[src/sv/ppmd_pkg.sv]
// Package for the PPM frame decoder: sizes, codes, payload structs and enums.
// Used by ppmd_chan_store and ppm_frame_decoder; depends on nothing.
package ppmd_pkg;

    // channel slots per frame
    localparam int NUM_CHANNELS = 8;
    // bits of a slot number
    localparam int CH_W   = (NUM_CHANNELS > 1) ? $clog2(NUM_CHANNELS) : 1;
    // bits of a channel count, 0 to NUM_CHANNELS
    localparam int CNT_W  = $clog2(NUM_CHANNELS + 1);
    // results per read
    localparam int NUM_OUT = (NUM_CHANNELS < 8) ? NUM_CHANNELS : 8;
    // bits of the read issue counter, 0 to NUM_OUT
    localparam int IDX_W  = $clog2(NUM_OUT + 1);
    // slot store address: bank bit over slot number
    localparam int ADDR_W = CH_W + 1;

    // register reset values
    localparam logic [15:0] SYNC_THRESHOLD_RST = 16'd2500;
    localparam logic [31:0] LOST_DELAY_RST     = 32'd1000000;

    // register indexes
    localparam logic REG_SYNC_THRESHOLD = 1'b0;
    localparam logic REG_LOST_DELAY     = 1'b1;

    // input word opcodes
    localparam logic OP_EDGE = 1'b0;
    localparam logic OP_READ = 1'b1;

    typedef struct packed {
        logic        op;
        logic        level;
        logic [31:0] now_time;
    } ppmd_in_t;

    typedef struct packed {
        logic [2:0]  chan_index;
        logic [15:0] chan_value;
        logic [3:0]  chan_count;
        logic        lost;
        logic        last;
    } ppmd_out_t;

    // write request into the slot store
    typedef struct packed {
        logic              en;
        logic [ADDR_W-1:0] addr;
        logic [15:0]       data;
    } ppmd_wr_t;

    typedef enum logic [1:0] {
        PH_SYNC_RISE,
        PH_SYNC_FALL,
        PH_CH_RISE,
        PH_CH_FALL
    } ppmd_phase_t;

    typedef enum logic {
        SEQ_IDLE,
        SEQ_READ
    } ppmd_seq_t;

endpackage

[src/sv/ppmd_chan_store.sv]
// Two-bank channel slot store: one write port, one registered read port.
// Depends on ppmd_pkg.
module ppmd_chan_store (
    input  logic                          clk,
    input  ppmd_pkg::ppmd_wr_t            wr,
    input  logic                          rd_en,
    input  logic [ppmd_pkg::ADDR_W-1:0]   rd_addr,
    output logic [15:0]                   rd_data
);
    import ppmd_pkg::*;

    logic [15:0] mem [2**ADDR_W];
    logic [15:0] rd_data_reg;

    // write a captured slot
    always_ff @(posedge clk)
    begin
        if (wr.en)
        begin
            mem[wr.addr] <= wr.data;
        end
    end

    // registered read; hold data when not reading
    always_ff @(posedge clk)
    begin
        if (rd_en)
        begin
            rd_data_reg <= mem[rd_addr];
        end
    end

    assign rd_data = rd_data_reg;

endmodule

[src/sv/ppm_frame_decoder.sv]
// Top level of the PPM frame decoder: edge parser, failsafe check, read sequencer.
// Depends on ppmd_pkg and ppmd_chan_store.
//
// Usage: each input word is either a timestamped pin edge or a read request.
// Edges produce no result. A read first updates the failsafe flag, then
// streams one result word per channel (eight), the final one marked by last.
// The first word passes from the sequencer state through the store read
// register into the output register; with the receiver never stalling, the
// rest follow one per cycle, and item_stall is high while a read is in progress.
// The slot store read port (one read per cycle, registered data) sets this rate.
// Captured slots are written into one bank of the store while the other bank
// holds the published frame; a commit swaps banks, and slots at or above the
// published count read as zero, so no clearing pass is needed after reset.
// Reset returns the parser to waiting for a rising edge, publishes an empty
// frame with failsafe clear and loads default register values.
// When the receiver stalls, the current result word holds in the output
// register, at most one further slot read waits in the store read register,
// and the sequencer issues no more reads until the word is taken, so a stall
// lengthens the read.
module ppm_frame_decoder (
    input  logic                 clk,
    input  logic                 rst_n,
    input  logic                 item_valid,
    output logic                 item_stall,
    input  ppmd_pkg::ppmd_in_t   item,
    output logic                 result_valid,
    input  logic                 result_stall,
    output ppmd_pkg::ppmd_out_t  result,
    input  logic                 cfg_we,
    input  logic                 cfg_index,
    input  logic [31:0]          cfg_wdata
);
    import ppmd_pkg::*;

    // configuration
    logic [15:0] sync_thr_reg;
    logic [31:0] lost_delay_reg;

    // parser state
    ppmd_phase_t       phase_reg, phase_next;
    logic [31:0]       prev_edge_reg, prev_edge_next;
    logic [CNT_W-1:0]  cap_idx_reg, cap_idx_next;
    logic [31:0]       low_time_reg, low_time_next;

    // published frame
    logic              pub_bank_reg, pub_bank_next;
    logic [CNT_W-1:0]  pub_count_reg, pub_count_next;
    logic              failsafe_reg, failsafe_next;
    logic [31:0]       frame_time_reg, frame_time_next;

    // read sequencer
    ppmd_seq_t         seq_reg, seq_next;
    logic [IDX_W-1:0]  issue_idx_reg, issue_idx_next;
    logic [CH_W-1:0]   rd_idx_reg, rd_idx_next;
    logic              rd_pend_reg, rd_pend_next;
    logic              out_valid_reg, out_valid_next;
    ppmd_out_t         out_data_reg, out_data_next;

    logic              accept;
    logic              edge_acc;
    logic              read_acc;
    logic              rising;
    logic [31:0]       span;
    logic              span_long;
    logic              load;
    logic              issue;
    logic [ADDR_W-1:0] rd_addr;
    logic [15:0]       rd_data;
    ppmd_wr_t          wr;
    logic [31:0]       since_frame;

    assign item_stall = (seq_reg != SEQ_IDLE);
    assign accept     = item_valid && !item_stall;
    assign edge_acc   = accept && (item.op == OP_EDGE);
    assign read_acc   = accept && (item.op == OP_READ);
    assign rising     = (item.level == 1'b1);
    assign span       = item.now_time - prev_edge_reg;
    assign span_long  = (span >= {16'd0, sync_thr_reg});
    assign since_frame = item.now_time - frame_time_reg;

    // parse edges, capture slots, commit frames, update failsafe on reads
    always_comb
    begin
        phase_next      = phase_reg;
        prev_edge_next  = prev_edge_reg;
        cap_idx_next    = cap_idx_reg;
        low_time_next   = low_time_reg;
        pub_bank_next   = pub_bank_reg;
        pub_count_next  = pub_count_reg;
        failsafe_next   = failsafe_reg;
        frame_time_next = frame_time_reg;
        wr.en           = 1'b0;
        wr.addr         = {~pub_bank_reg, cap_idx_reg[CH_W-1:0]};
        wr.data         = span[15:0] + low_time_reg[15:0];

        if (edge_acc)
        begin
            prev_edge_next = item.now_time;
            case (phase_reg)
                PH_SYNC_RISE:
                begin
                    if (rising)
                    begin
                        phase_next = PH_SYNC_FALL;
                    end
                end
                PH_SYNC_FALL:
                begin
                    if (rising || !span_long)
                    begin
                        phase_next     = PH_SYNC_RISE;
                        prev_edge_next = '0;
                        low_time_next  = '0;
                    end
                    else
                    begin
                        cap_idx_next = '0;
                        phase_next   = PH_CH_RISE;
                    end
                end
                PH_CH_RISE:
                begin
                    if (!rising)
                    begin
                        phase_next     = PH_SYNC_RISE;
                        prev_edge_next = '0;
                        low_time_next  = '0;
                    end
                    else
                    begin
                        low_time_next = span;
                        phase_next    = PH_CH_FALL;
                    end
                end
                PH_CH_FALL:
                begin
                    if (rising)
                    begin
                        phase_next     = PH_SYNC_RISE;
                        prev_edge_next = '0;
                        low_time_next  = '0;
                    end
                    else
                    begin
                        // sync gap ends the frame; otherwise store the slot, and a full frame also ends
                        if (!span_long && (cap_idx_reg < CNT_W'(NUM_CHANNELS)))
                        begin
                            wr.en        = 1'b1;
                            cap_idx_next = cap_idx_reg + 1'b1;
                        end
                        if (span_long || (cap_idx_next >= CNT_W'(NUM_CHANNELS)))
                        begin
                            // swap banks to publish the frame
                            pub_bank_next   = ~pub_bank_reg;
                            pub_count_next  = cap_idx_next;
                            failsafe_next   = 1'b0;
                            frame_time_next = item.now_time;
                            phase_next      = PH_SYNC_RISE;
                            prev_edge_next  = '0;
                            low_time_next   = '0;
                        end
                        else
                        begin
                            phase_next = PH_CH_RISE;
                        end
                    end
                end
                default:
                begin
                    phase_next = PH_SYNC_RISE;
                end
            endcase
        end

        // on a read, raise failsafe when a non-empty frame is published and none has come for lost_delay ticks
        if (read_acc && (pub_count_reg != '0) && !failsafe_reg &&
            (since_frame >= lost_delay_reg))
        begin
            failsafe_next = 1'b1;
        end
    end

    // sequencer next state
    always_comb
    begin
        seq_next = seq_reg;
        case (seq_reg)
            SEQ_IDLE:
            begin
                if (read_acc)
                begin
                    seq_next = SEQ_READ;
                end
            end
            SEQ_READ:
            begin
                if (load && (rd_idx_reg == CH_W'(NUM_OUT - 1)))
                begin
                    seq_next = SEQ_IDLE;
                end
            end
            default:
            begin
                seq_next = SEQ_IDLE;
            end
        endcase
    end

    // sequencer outputs: issue reads, load the output register
    always_comb
    begin
        load  = rd_pend_reg && (!out_valid_reg || !result_stall);
        issue = (seq_reg == SEQ_READ) && (issue_idx_reg < IDX_W'(NUM_OUT)) &&
                (!rd_pend_reg || load);
        rd_addr = {pub_bank_reg, CH_W'(issue_idx_reg)};

        issue_idx_next = issue_idx_reg;
        rd_idx_next    = rd_idx_reg;
        if (read_acc)
        begin
            issue_idx_next = '0;
        end
        else if (issue)
        begin
            issue_idx_next = issue_idx_reg + 1'b1;
            rd_idx_next    = CH_W'(issue_idx_reg);
        end
        rd_pend_next = issue || (rd_pend_reg && !load);

        out_valid_next = out_valid_reg;
        out_data_next  = out_data_reg;
        if (load)
        begin
            out_valid_next           = 1'b1;
            out_data_next.chan_index = 3'(rd_idx_reg);
            out_data_next.chan_value = (CNT_W'(rd_idx_reg) < pub_count_reg) ? rd_data : 16'd0;
            out_data_next.chan_count = 4'(pub_count_reg);
            out_data_next.lost       = failsafe_reg;
            out_data_next.last       = (rd_idx_reg == CH_W'(NUM_OUT - 1));
        end
        else if (!result_stall)
        begin
            out_valid_next = 1'b0;
        end
    end

    ppmd_chan_store u_store (
        .clk     (clk),
        .wr      (wr),
        .rd_en   (issue),
        .rd_addr (rd_addr),
        .rd_data (rd_data)
    );

    // control and state registers
    always_ff @(posedge clk or negedge rst_n)
    begin
        if (!rst_n)
        begin
            sync_thr_reg   <= SYNC_THRESHOLD_RST;
            lost_delay_reg <= LOST_DELAY_RST;
            phase_reg      <= PH_SYNC_RISE;
            prev_edge_reg  <= '0;
            cap_idx_reg    <= '0;
            low_time_reg   <= '0;
            pub_bank_reg   <= 1'b0;
            pub_count_reg  <= '0;
            failsafe_reg   <= 1'b0;
            frame_time_reg <= '0;
            seq_reg        <= SEQ_IDLE;
            issue_idx_reg  <= '0;
            rd_idx_reg     <= '0;
            rd_pend_reg    <= 1'b0;
            out_valid_reg  <= 1'b0;
        end
        else
        begin
            if (cfg_we && (cfg_index == REG_SYNC_THRESHOLD))
            begin
                sync_thr_reg <= cfg_wdata[15:0];
            end
            if (cfg_we && (cfg_index == REG_LOST_DELAY))
            begin
                lost_delay_reg <= cfg_wdata;
            end
            phase_reg      <= phase_next;
            prev_edge_reg  <= prev_edge_next;
            cap_idx_reg    <= cap_idx_next;
            low_time_reg   <= low_time_next;
            pub_bank_reg   <= pub_bank_next;
            pub_count_reg  <= pub_count_next;
            failsafe_reg   <= failsafe_next;
            frame_time_reg <= frame_time_next;
            seq_reg        <= seq_next;
            issue_idx_reg  <= issue_idx_next;
            rd_idx_reg     <= rd_idx_next;
            rd_pend_reg    <= rd_pend_next;
            out_valid_reg  <= out_valid_next;
        end
    end

    // output word payload
    always_ff @(posedge clk)
    begin
        out_data_reg <= out_data_next;
    end

    assign result_valid = out_valid_reg;
    assign result       = out_data_reg;

    // a store read is only in flight during a read sequence
    a_pend_in_read: assert property (@(posedge clk) disable iff (!rst_n)
        rd_pend_reg |-> (seq_reg == SEQ_READ))
        else $error("slot read pending outside a read sequence");

    // published count never exceeds the slot count
    a_count_range: assert property (@(posedge clk) disable iff (!rst_n)
        pub_count_reg <= CNT_W'(NUM_CHANNELS))
        else $error("published count out of range");

    // failsafe cannot rise while the published frame holds no channels
    a_no_frame_no_lost: assert property (@(posedge clk) disable iff (!rst_n)
        (read_acc && (pub_count_reg == '0) && !failsafe_reg) |=> !failsafe_reg)
        else $error("failsafe raised without a published frame");

endmodule

[config.mk]
export PLATFORM = sky130hd
export DESIGN_NAME = ppm_frame_decoder
export DESIGN_NICKNAME = d
export VERILOG_FILES = /design/src/sv/ppmd_pkg.sv /design/src/sv/ppmd_chan_store.sv /design/src/sv/ppm_frame_decoder.sv
export SDC_FILE = /design/constraint.sdc
export NUM_CORES = 1
export LEC_CHECK = 0
export BUFFER_PORTS_ARGS = -buffer_cell sky130_fd_sc_hd__buf_2
export CAP_MARGIN = 20
export CORE_MARGIN = 4
export CORE_UTILIZATION = 67
export CTS_CLUSTER_DIAMETER = 150
export DETAILED_ROUTE_END_ITERATION = 8
export HOLD_SLACK_MARGIN = 0.03
export PLACE_DENSITY = 0.86
export SYNTH_ARGS = -nofsm -noshare
export SYNTH_HDL_FRONTEND = slang
export SYNTH_HIERARCHICAL = 1
export SYNTH_SLANG_ARGS = --single-unit
export TNS_END_PERCENT = 5
[constraint.sdc]
create_clock -name clk -period 16.3 [get_ports clk]
set_input_delay 2.445 -clock clk [delete_from_list [all_inputs] [get_ports clk]]
set_output_delay 2.445 -clock clk [all_outputs]
set_load 0.01 [all_outputs]
==> metrics, run 1 <==
max reg flops=about 260; Post-Route WL=around 50,000 um; CP Max Fanout=16; met2 usage=roughly half; CTS tree=yes; Mapped Avg Cell Area=approximately 13 sq um; Async S/R FF share, synth=between 30% and 40%; WP data arrival=approximately 8 ns; initial drt markers=1,301; peak supply drop=0.261 mV; LEAKAGE=10.0 nW; sequential fraction of the synthesis area=between 50% and 60%; share of the synthesized area in the top cell type=between 30% and 40%; layout cells sized above 1=18.9%; hold-critical path depth=1; worst hold start=rd_pend_reg$_DFF_PN0_; TritonCTS buffer count=between 40 and 50; Die Wd=192 um; top cells by count, synth=297 x edfxtp_1, 163 x nand2_1, 143 x inv_1, 138 x dfrtp_1, 129 x ha_1; grt peak-use layer=met2; R2R Path Start=prev_edge_reg[0]$_DFFE_PN0P_; Slew headroom=between 20% and 30%; register with the most flip-flops=u_store/mem; Yosys top cell by area=edfxtp_1; Power Density=between 200 and 250 nW/um^2; H-tree Lvls=2; via/cell ratio=approximately 6.3; vias=between 10,000 and 15,000; Hold Crit Class=reg -> reg; Slew Limit Fails=0; highest clock rate=126 MHz; DP Worst Slack=around 8 ns; starting density of the core=68.8%; Clock Path Buffers=3; Distinct cells, synth=88; post-route insts no fill=roughly 2,400; Placed Cells=~2,300; post_cts resized=0; fin crit share=48.7%; total gr overflow=0; RSZ-0062 raised after global routing=false; ant diodes=0; ys flop type=edfxtp_1; initial antenna violation count=0; CP Data Required Time=roughly 16 ns; Mapped Nets=slightly below 2,000; largest cells by area after synthesis=edfxtp_1 39%, dfrtp_1 15%, ha_1 7.1%; Post-synth EDFFs=~300; Clk pin slew, worst setup/hold paths=roughly 0.060 ns; Mapped Area=22,600 sq um; global routing usage on met1=a little over a third; WL/cell=around 22 um; area delta synth->final=11.3%; Reg2Reg Depth=19; GRT met3 Usage=about 3.6%; synth warn=6; largest net degree at the start of global routing=between 100 and 150; TritonCTS Sinks=approximately 450; Crit Path Class=in -> reg; worst setup margin=8.37 ns; final design area excluding fillers=around 25,000 sq um; GRT Util Overall=around 28%; fill count=between 2,000 and 2,500; clk root buf=clkbuf_16; antenna viol nets, final=0; Pwr Total=between 5 and 6 mW; startpoint types=input port; final setup vio count=0; # IOs=just under 100; Min Clock Period, post-route=7.93 ns; Cell Rows=66; Die Y=roughly 190 um; worst hold endpoint=result_valid$_DFFE_PN0P_; Seq cells post-synth=447; Max Cap Viol=0; Syn Inst Count=about 1,800; final hold vios=0; # DRC=0; FF-to-FF setup slack=10.04 ns; status=completed; placed inst area=about 24,000 sq um; Die Area=36,700 sq um; detailed placement HPWL=34,200 um; Worst-Margin Slew=approximately 1.1 ns; Placer Congestion=approximately 0.89; core area=between 30,000 and 40,000 sq um; hold-fix buffers at CTS=0; Setup Skew=between 0.02 and 0.025 ns; IO Port Bufs=a little under 100; Post-CTS Setup Bufs=0; RR Endpoint=u_store/mem[9][14]$_DFFE_PP_; drt first pass iters=5; most common cell in the netlist=edfxtp_1; setup TNS=0 ns; Crit. End Element=flip-flop; number of global-route vias before repair=15,332; first-pass GRT wire length=approximately 80,000 um; Skew-Pair Late Insertion Delay=0.57 ns; nets=2,088
==> worst max-delay path by stage <==
stage | start | endpoint | cells past startpoint
global route | item[0] | u_store/mem[14][3]$_DFFE_PP_ | 21
CTS | item[0] | u_store/mem[9][14]$_DFFE_PP_ | 21
finish | item[0] | u_store/mem[9][14]$_DFFE_PP_ | 21
global placement | item[0] | low_time_reg[0]$_DFFE_PN0P_ | 24
floorplan | item[0] | u_store/mem[0][0]$_DFFE_PP_ | 22
detailed placement | item[0] | low_time_reg[9]$_DFFE_PN0P_ | 24
==> power by group <==
| part | leakage (nW) | switching (mW) | internal (mW) |
|---|---|---|---|
| clock | 0.725 | 0.435 | 0.584 |
| combinational | 4.76 | 1.50 | 0.909 |
| sequential | 4.56 | 0.112 | 1.89 |
==> cell type report <==
cell class                      count  area, sq um  area share, %
Clock buffer                       66         1280           5.11
Clock inverter                     18          194          0.771
Inverter                          143          537           2.13
Multi-Input combinational cell   1117         9140           36.3
Sequential cell                   447        12700           50.5
Tap cell                          442          553           2.20
Timing Repair Buffer              130          751           2.98
==> kinds of logic after synthesis <==
family | count (synthesis) | share of synthesized area [%]
flops | 447 | 56.1
simple gates | 423 | 9.02
compound gates | 365 | 10.8
buf+inv | 201 | 3.84
mux | 133 | 10.4
fa+ha+maj | 132 | 7.41
xor+xnor | 64 | 2.48
==> routing by layer <==
metal	share of wire [%]	wire, um
met5	0	0
met1	39	20100
met2	52	26800
met4	2.8	1430
met3	5.4	2770
==> cells in the final DEF (no fill, tap or decap), types with 6 or more instances in the layout <==
cell       Yosys  final
or3_1          9      9
dfrtp_1      138    136
clkbuf_1      29     13
buf_2          8     97
o21bai_1      13     13
ha_1         129    129
xor2_1        17     17
nor4_1         6      6
edfxtp_1     297    297
mux4_1        10     10
a211oi_1       8      8
a22o_1        16     16
a21oi_1      111    111
nor2b_1       32     31
mux2_2        41     41
inv_1        143    143
a21o_1        34     34
nor2_2         1      7
o21a_1        11     11
nor3_1        23     19
nand2_1      163    163
o211ai_1      14     14
nor2_1        88     82
nand2b_1      18     18
mux4_2        54     54
a22oi_1       33     33
buf_4          3     30
clkinv_2       0     10
nand3_1       21     21
clkbuf_8       0      9
nand3b_1       9      9
dfstp_2       12     12
xnor2_1       47     44
clkbuf_16      0     45
nand4_1       14     14
mux2_4        24     24
a31oi_1        7      7
o21ai_0       60     60
and3_1        11     11
==> metrics by stage <==
step,utilization (%),hold slack [ns]
after floorplan,-,0.447
after global placement,71.7,0.461
after detailed placement,71.7,0.474
after CTS,76.2,0.496
after global routing,76.5,0.506
final,76.5,0.496
==> worst max-delay path, stage by stage <==
cell and delay [ns]:
buf_2 0.10, inv_1 0.06, ha_1 0.23, fa_1 0.42, nand2b_1 0.18, a21oi_1 0.35, o22a_1 0.28, a21o_1 0.13
a21o_1 0.14, xor2_1 0.28, ha_1 0.32, a21oi_1 0.14, o21ai_0 0.18, a21oi_1 0.21, o2111ai_1 0.13, a21oi_1 0.14
nand4bb_1 0.12, a2111o_1 0.45, nor3_1 0.49, nand3b_1 0.35, nor2_2 0.94
(Power assumes the default switching activity.)
==> run 2, diff against run 1 <==
Settings changed: CORE_UTILIZATION 67 to 56, PLACE_DENSITY 0.86 to 0.76.
Clock period 16.3 ns to 6.6 ns, I/O delays scaled along.
==> run 2 against run 1 <==
Effect of this change: largest power group unchanged; sequential cell count unchanged; worst hold slack lost 0.030 ns; highest routed layer unchanged; critical path type unchanged; design area is 1.1% higher; final cell count increased by 4.5%; routed wire length is 3.5% lower; global-route usage fell by 5.3 points; via count is 2.0% lower; power increased by 150%; critical endpoint is now low_time_reg[3]$_DFFE_PN0P_.
==> metrics, run 2 (synthesis results as in run 1) <==
status=completed; P_int=8.38 mW (+150%); Crit Path Class=in -> reg; RR Endpoint=low_time_reg[3]$_DFFE_PN0P_; Switch Pwr=4.93 mW (+140%); starting density of the core=56.8% (-12 points); Min Clock Period, post-route=between 5 and 6 ns; hold-fix buffers at CTS=0 (unchanged); final hold vios=0 (unchanged); FF-to-FF setup slack=0.81 ns (-9.23 ns); Clock Path Buffers=3 (unchanged); clk root buf=clkbuf_16; final setup vio count=0 (unchanged); Skew-Pair Late Insertion Delay=0.60 ns (+0.03 ns); first-pass GRT wire length=79,600 um (-1.8%); Cell Rows=73 (+11%); Placer Congestion=0.900 (+1.0%); Hold Crit Class=in -> async; fin crit share=90.4%; Clock power frac=19.2% (+0.4 points); worst setup margin=0.634 ns (-7.73 ns); Clk pin slew, worst setup/hold paths=0.06 ns (about the same); Setup Skew=0.0141 ns (-0.00782 ns); TritonCTS Sinks=447 (unchanged); WP data arrival=6.45 ns (-1.66 ns); LEAKAGE=10.1 nW (+0.92%); Worst Setup SP=item[5]; most numerous cell on the critical path=a21o_1; max reg flops=256 (unchanged); Die Area=43,600 sq um (+19%); drt first pass iters=5 (unchanged); Post-CTS Setup Bufs=0 (unchanged); CP Data Required Time=7.08 ns (-9.39 ns); Slew Limit Fails=0 (unchanged); post-route insts no fill=2,470 (+4.5%); WL/cell=19.9 um (-7.7%); detailed placement HPWL=33,400 um (-2.1%); TritonCTS buffer count=47 (+4.4%); core area=39,800 sq um (+21%); logic gate share of total power=43.4% (-1.0 points); # IOs=99 (unchanged); CTS tree=yes; Post-Route WL=49,300 um (-3.5%); layout cells sized above 1=18.8% (-0.069 points); startpoint types=input port; area delta synth->final=12.5%; Power Density=524 nW/um^2 (+140%); post_cts resized=0 (unchanged); CP Max Fanout=16 (unchanged); setup TNS=0 ns (unchanged); nets=2,109 (+1.0%); register with the most flip-flops=u_store/mem; commonest non-fill, non-tap cells in the layout=297 x edfxtp_1, 163 x nand2_1, 143 x inv_1; # DRC=0 (unchanged); total gr overflow=0 (unchanged); H-tree Lvls=2 (unchanged); FF+latch area=12,700 sq um (about the same); Switching Share=37.0% (-0.73 points); largest net degree at the start of global routing=99 (-2.9%); initial antenna violation count=1 (+1); number of global-route vias before repair=14,862 (-3.1%); fill count=2,950 (+46%); RSZ-0062 raised after global routing=false; vias=14,514 (-2.0%); area of the multi-input gates=9100 sq um (-0.47%); initial drt markers=1,077 (-17%); Die Wd=209 um (+9.0%); Flop pwr share=37.4% (+0.6 points); Slew headroom=33.2% (+6.3 points); Largest stage delay, worst path=0.42 ns (-0.52 ns); via/cell ratio=5.88 (-6.2%); crit-path cells=buf_2 > ha_1 > a21o_1 > or3_4 > o22a_1 > a21o_1 > a21o_1 > a21o_1 > a21oi_1 > xnor2_1 > ha_1 > and4_1 > a2111o_1 > a311o_1 > a41o_1 > nand4bb_1 > a2111o_1 > nor4_1 > and4b_1 > a31oi_1 > or3_1 > buf_12 > a22o_1; Crit. End Element=flip-flop; CP endpoint=low_time_reg[3]$_DFFE_PN0P_; R2R Path Start=prev_edge_reg[5]$_DFFE_PN0P_; antenna viol nets, final=0 (unchanged); GRT Util Overall=22.6% (-5.3 points); highest clock rate=approximately 170 MHz; most common cell after layout, fill and taps aside=edfxtp_1; peak supply drop=0.317 mV (+21%); DP Worst Slack=0.119 ns (-7.88 ns); IO Port Bufs=98 (unchanged); Worst-Margin Slew=1.00 ns (-0.0946 ns); Placed Cells=2,373 (+4.5%); Max Cap Viol=0 (unchanged); CP max stage cell=a2111o_1; Reg2Reg Depth=23 (+4); Die Y=209 um (+9.0%)
==> run 2: cell count changes in the layout (fill, tap and decap cells not counted), sizes merged <==
cell      delta
clkinv       +5
diode        +1
buf         +20
clkinvlp     +2
bufinv       +1
clkbuf       -5
==> run 2: worst min path at each step <==
stage / endpoint / cells past startpoint
2_1_floorplan: result[3]$_DFFE_PP_ / 0
3_3_place_gp: result_valid$_DFFE_PN0P_ / 1
3_5_place_dp: result[1]$_DFFE_PP_ / 0
4_1_cts: result[1]$_DFFE_PP_ / 0
5_1_grt: result[1]$_DFFE_PP_ / 0
6_report: result_valid$_DFFE_PN0P_ / 1
==> run 2: metrics by stage <==
stage / hold WS (ns) / instance area, sq um / power (mW) / util (%)
finish: 0.466 / 25400 / 13.3 / 63.8
global route: 0.503 / 25400 / 14.2 / 63.8
CTS: 0.490 / 25300 / 13.2 / 63.6
detailed placement: 0.473 / 23900 / 10.6 / 59.9
global placement: 0.466 / 23800 / 10.3 / 59.8
floorplan: 0.447 / 22600 / 8.86 / -
==> run 2: layout make-up <==
type	count	area share, %
antenna	1	0.00984
clock buffer	62	4.93
clock inverter	26	0.930
inverter	143	2.11
multi-input combinational	1117	35.8
sequential	447	49.9
tap	525	2.58
timing repair buffer	149	3.72
==> run 2: power groups by stage <==
stage / combinational [mW] / sequential, mW / clock [mW]
after global placement: 5.22 / 5.06 / 0
final: 5.78 / 4.98 / 2.55
after floorplan: 3.95 / 4.91 / 0
after detailed placement: 5.54 / 5.07 / 0
after CTS: 5.59 / 5.02 / 2.60
after global routing: 6.41 / 5.04 / 2.74
==> run 2: metal layers <==
metal  vias up  wire length [um]  track usage [%]
li1       6839                 -                -
met1      7185             19900             29.2
met2       408             25300             40.0
met3        82              2840             3.38
met4         0              1250             6.64
met5         -                 0                0
==> run 2: critical path: cells and delay by family <==
kind	cells	cell delay, ns
buffers and inverters	2	0.30
adders and majority gates	2	0.65
AOI/OAI and AO/OA	12	2.71
xor gates and xnor gates	1	0.17
and+or+nand+nor	6	1.61
==> run 3, diff against run 2 <==
Settings changed: CELL_PAD_IN_SITES_DETAIL_PLACEMENT set to 0, CELL_PAD_IN_SITES_GLOBAL_PLACEMENT set to 1, CORE_UTILIZATION 56 to 46.
==> run 3 against run 2 <==
Effect of this change: count of clock-buffer cells in the layout fell by 5; clock power down 2%; non-clock buffer count decreased by 3; final cell count rose by 4.7%; maximum frequency is 0.57% lower; register-to-register slack worse by 0.04 ns; combinational power is essentially flat; via count is 1.9% lower; critical path depth unchanged; worst hold slack improved by 0.0044 ns; utilization fell by 11 points; first-iteration DRC count decreased by 17%.
==> metrics, run 3 (synthesis results as in run 1) <==
placed inst area=23,900 sq um (+0.33%); Placed Cells=2,497 (+5.2%); initial antenna violation count=0 (-1); status=completed; Crit. End Element=flip-flop; post-route insts no fill=2,587 (+4.7%); Die Wd=230 um (+9.9%); clk root buf=clkbuf_16; TritonCTS Sinks=447 (unchanged); number of global-route vias before repair=14,379 (-3.2%); most common cell after layout, fill and taps aside=edfxtp_1; first-pass GRT wire length=78,300 um (-1.6%); Max Cap Viol=0 (unchanged); H-tree Lvls=2 (unchanged); Worst-Margin Slew=0.930 ns (-0.0713 ns); ant diodes=0 (-1); Slew headroom=38.0% (+4.8 points); WL/cell=18.8 um (-5.7%); final design area excluding fillers=25,500 sq um (+0.24%); WP data arrival=6.46 ns (about the same); final setup vio count=0 (unchanged); Switching Share=36.8% (-0.18 points); RSZ-0062 raised after global routing=false; drt first pass iters=5 (unchanged); Switch Pwr=4.85 mW (-1.6%); LEAKAGE=10.1 nW (-0.37%); fin crit share=90.9% (+0.52 points); CP Data Required Time=7.06 ns (-0.02 ns); Placer Congestion=0.804 (-11%); vias=14,238 (-1.9%); setup TNS=0 ns (unchanged); via/cell ratio=5.50 (-6.3%); commonest non-fill, non-tap cells in the layout=297 x edfxtp_1, 163 x nand2_1, 143 x inv_1; total gr overflow=0 (unchanged); area delta synth->final=12.7%; crit-path cells=buf_2 > ha_1 > a21o_1 > or3_4 > o22a_1 > a21o_1 > a21o_1 > a21o_1 > a21oi_1 > xnor2_1 > ha_1 > and4_1 > a2111o_1 > a311o_1 > a41o_1 > nand4bb_1 > a2111o_1 > nor4_1 > and4b_1 > a31oi_1 > or3_1 > buf_4 > a22o_1; largest net degree at the start of global routing=90 (-9.1%); # IOs=99 (unchanged); detailed placement HPWL=33,800 um (+1.1%); IO Port Bufs=98 (unchanged); Largest stage delay, worst path=0.41 ns (about the same); Hold Crit Class=in -> async; worst setup margin=0.600 ns (-0.0340 ns); Slew Limit Fails=0 (unchanged); Setup Skew=0.0446 ns (+0.0306 ns); max reg flops=256 (unchanged); Die Area=52,800 sq um (+21%); Clock power frac=18.9% (-0.3 points); fin util=52.9% (-11 points); layout cells sized above 1=19.0% (+0.13 points); antenna viol nets, final=0 (unchanged); startpoint types=input port; final hold vios=0 (unchanged); Buf+Inv Stages, Crit Path=2 (unchanged); CP delay by family, top=compound AO/OA/AOI/OAI gates; hold-fix buffers at CTS=0 (unchanged); Clk pin slew, worst setup/hold paths=0.06 ns (about the same); highest clock rate=167 MHz (-0.57%); CP Max Fanout=16 (unchanged); starting density of the core=46.9% (-9.8 points); CTS tree=yes; peak supply drop=0.274 mV (-14%); Die Y=230 um (+9.9%); most numerous cell on the critical path=a21o_1; Hold Slack=0.471 ns (+0.00439 ns); Min Clock Period, post-route=6.00 ns (+0.0340 ns); Post-Route WL=48,600 um (-1.2%); Post-CTS Setup Bufs=0 (unchanged); core area=48,100 sq um (+21%); CP max stage cell=a2111o_1; # DRC=0 (unchanged); Cell Rows=80 (+9.6%); Pwr Total=13.2 mW (-1.1%); GRT Util Overall=18.4% (-4.2 points); Crit Path Class=in -> reg; nets=2,106 (-0.14%); Clock Path Buffers=3 (unchanged); Flop pwr share=37.4% (about the same); initial drt markers=895 (-17%); logic gate share of total power=43.7% (+0.3 points); Power Density=517 nW/um^2 (-1.3%); P_int=8.32 mW (-0.82%); Skew-Pair Late Insertion Delay=0.61 ns (about the same); post_cts resized=0 (unchanged); DP Worst Slack=0.0687 ns (-0.0504 ns); TritonCTS buffer count=47 (unchanged); register with the most flip-flops=u_store/mem
-- run 3: cell types whose count changed in the layout (fill, tap and decap cells not counted), sizes merged --
| cell | before | now |
|---|---|---|
| clkbuf | 62 | 58 |
| buf | 149 | 145 |
| inv | 144 | 143 |
| clkinvlp | 3 | 0 |
| bufinv | 3 | 2 |
| diode | 1 | 0 |
-- run 3: cell type report --
cell class              instances  area (sq um)
fillers                      4099         22700
flip-flops and latches        447         12700
multi-input cells            1117          9090
clock buffers                  57          1210
repair buffers                146           896
well taps                     656           821
inverters                     143           537
clock inverters                21           233
-- run 3: per-layer routing --
layer  track usage [%]  wire, um  vias up
met4              3.97       788        0
met2              31.2     23700      286
met3              3.25      2110       65
met1              25.1     22100     7071
met5                 0         0        -
li1                  -         -     6816
-- run 3: final timing paths --
| path | from | endpoint | slack (ns) | cells past startpoint |
|---|---|---|---|---|
| min reg2reg | rd_pend_reg$_DFF_PN0_ | result_valid$_DFFE_PN0P_ | 0.49 | 1 |
| max reg2reg | prev_edge_reg[5]$_DFFE_PN0P_ | low_time_reg[0]$_DFFE_PN0P_ | 0.77 | 23 |
| max | item[5] | low_time_reg[0]$_DFFE_PN0P_ | 0.60 | 23 |
| min in group clk | rd_pend_reg$_DFF_PN0_ | result_valid$_DFFE_PN0P_ | 0.49 | 1 |
| max in group asynchronous | rst_n | issue_idx_reg[0]$_DFFE_PN0P_ | 4.66 | 2 |
| min | rst_n | lost_delay_reg[11]$_DFFE_PN0P_ | 0.47 | 1 |
-- run 3: power groups by stage --
stage / Clock (mW) / Sequential [mW] / Combinational [mW]
floorplan: 0 / 4.91 / 3.95
CTS: 2.56 / 4.98 / 5.53
finish: 2.49 / 4.92 / 5.75
global placement: 0 / 5.01 / 5.25
detailed placement: 0 / 5.03 / 5.50
global route: 2.68 / 4.99 / 6.44
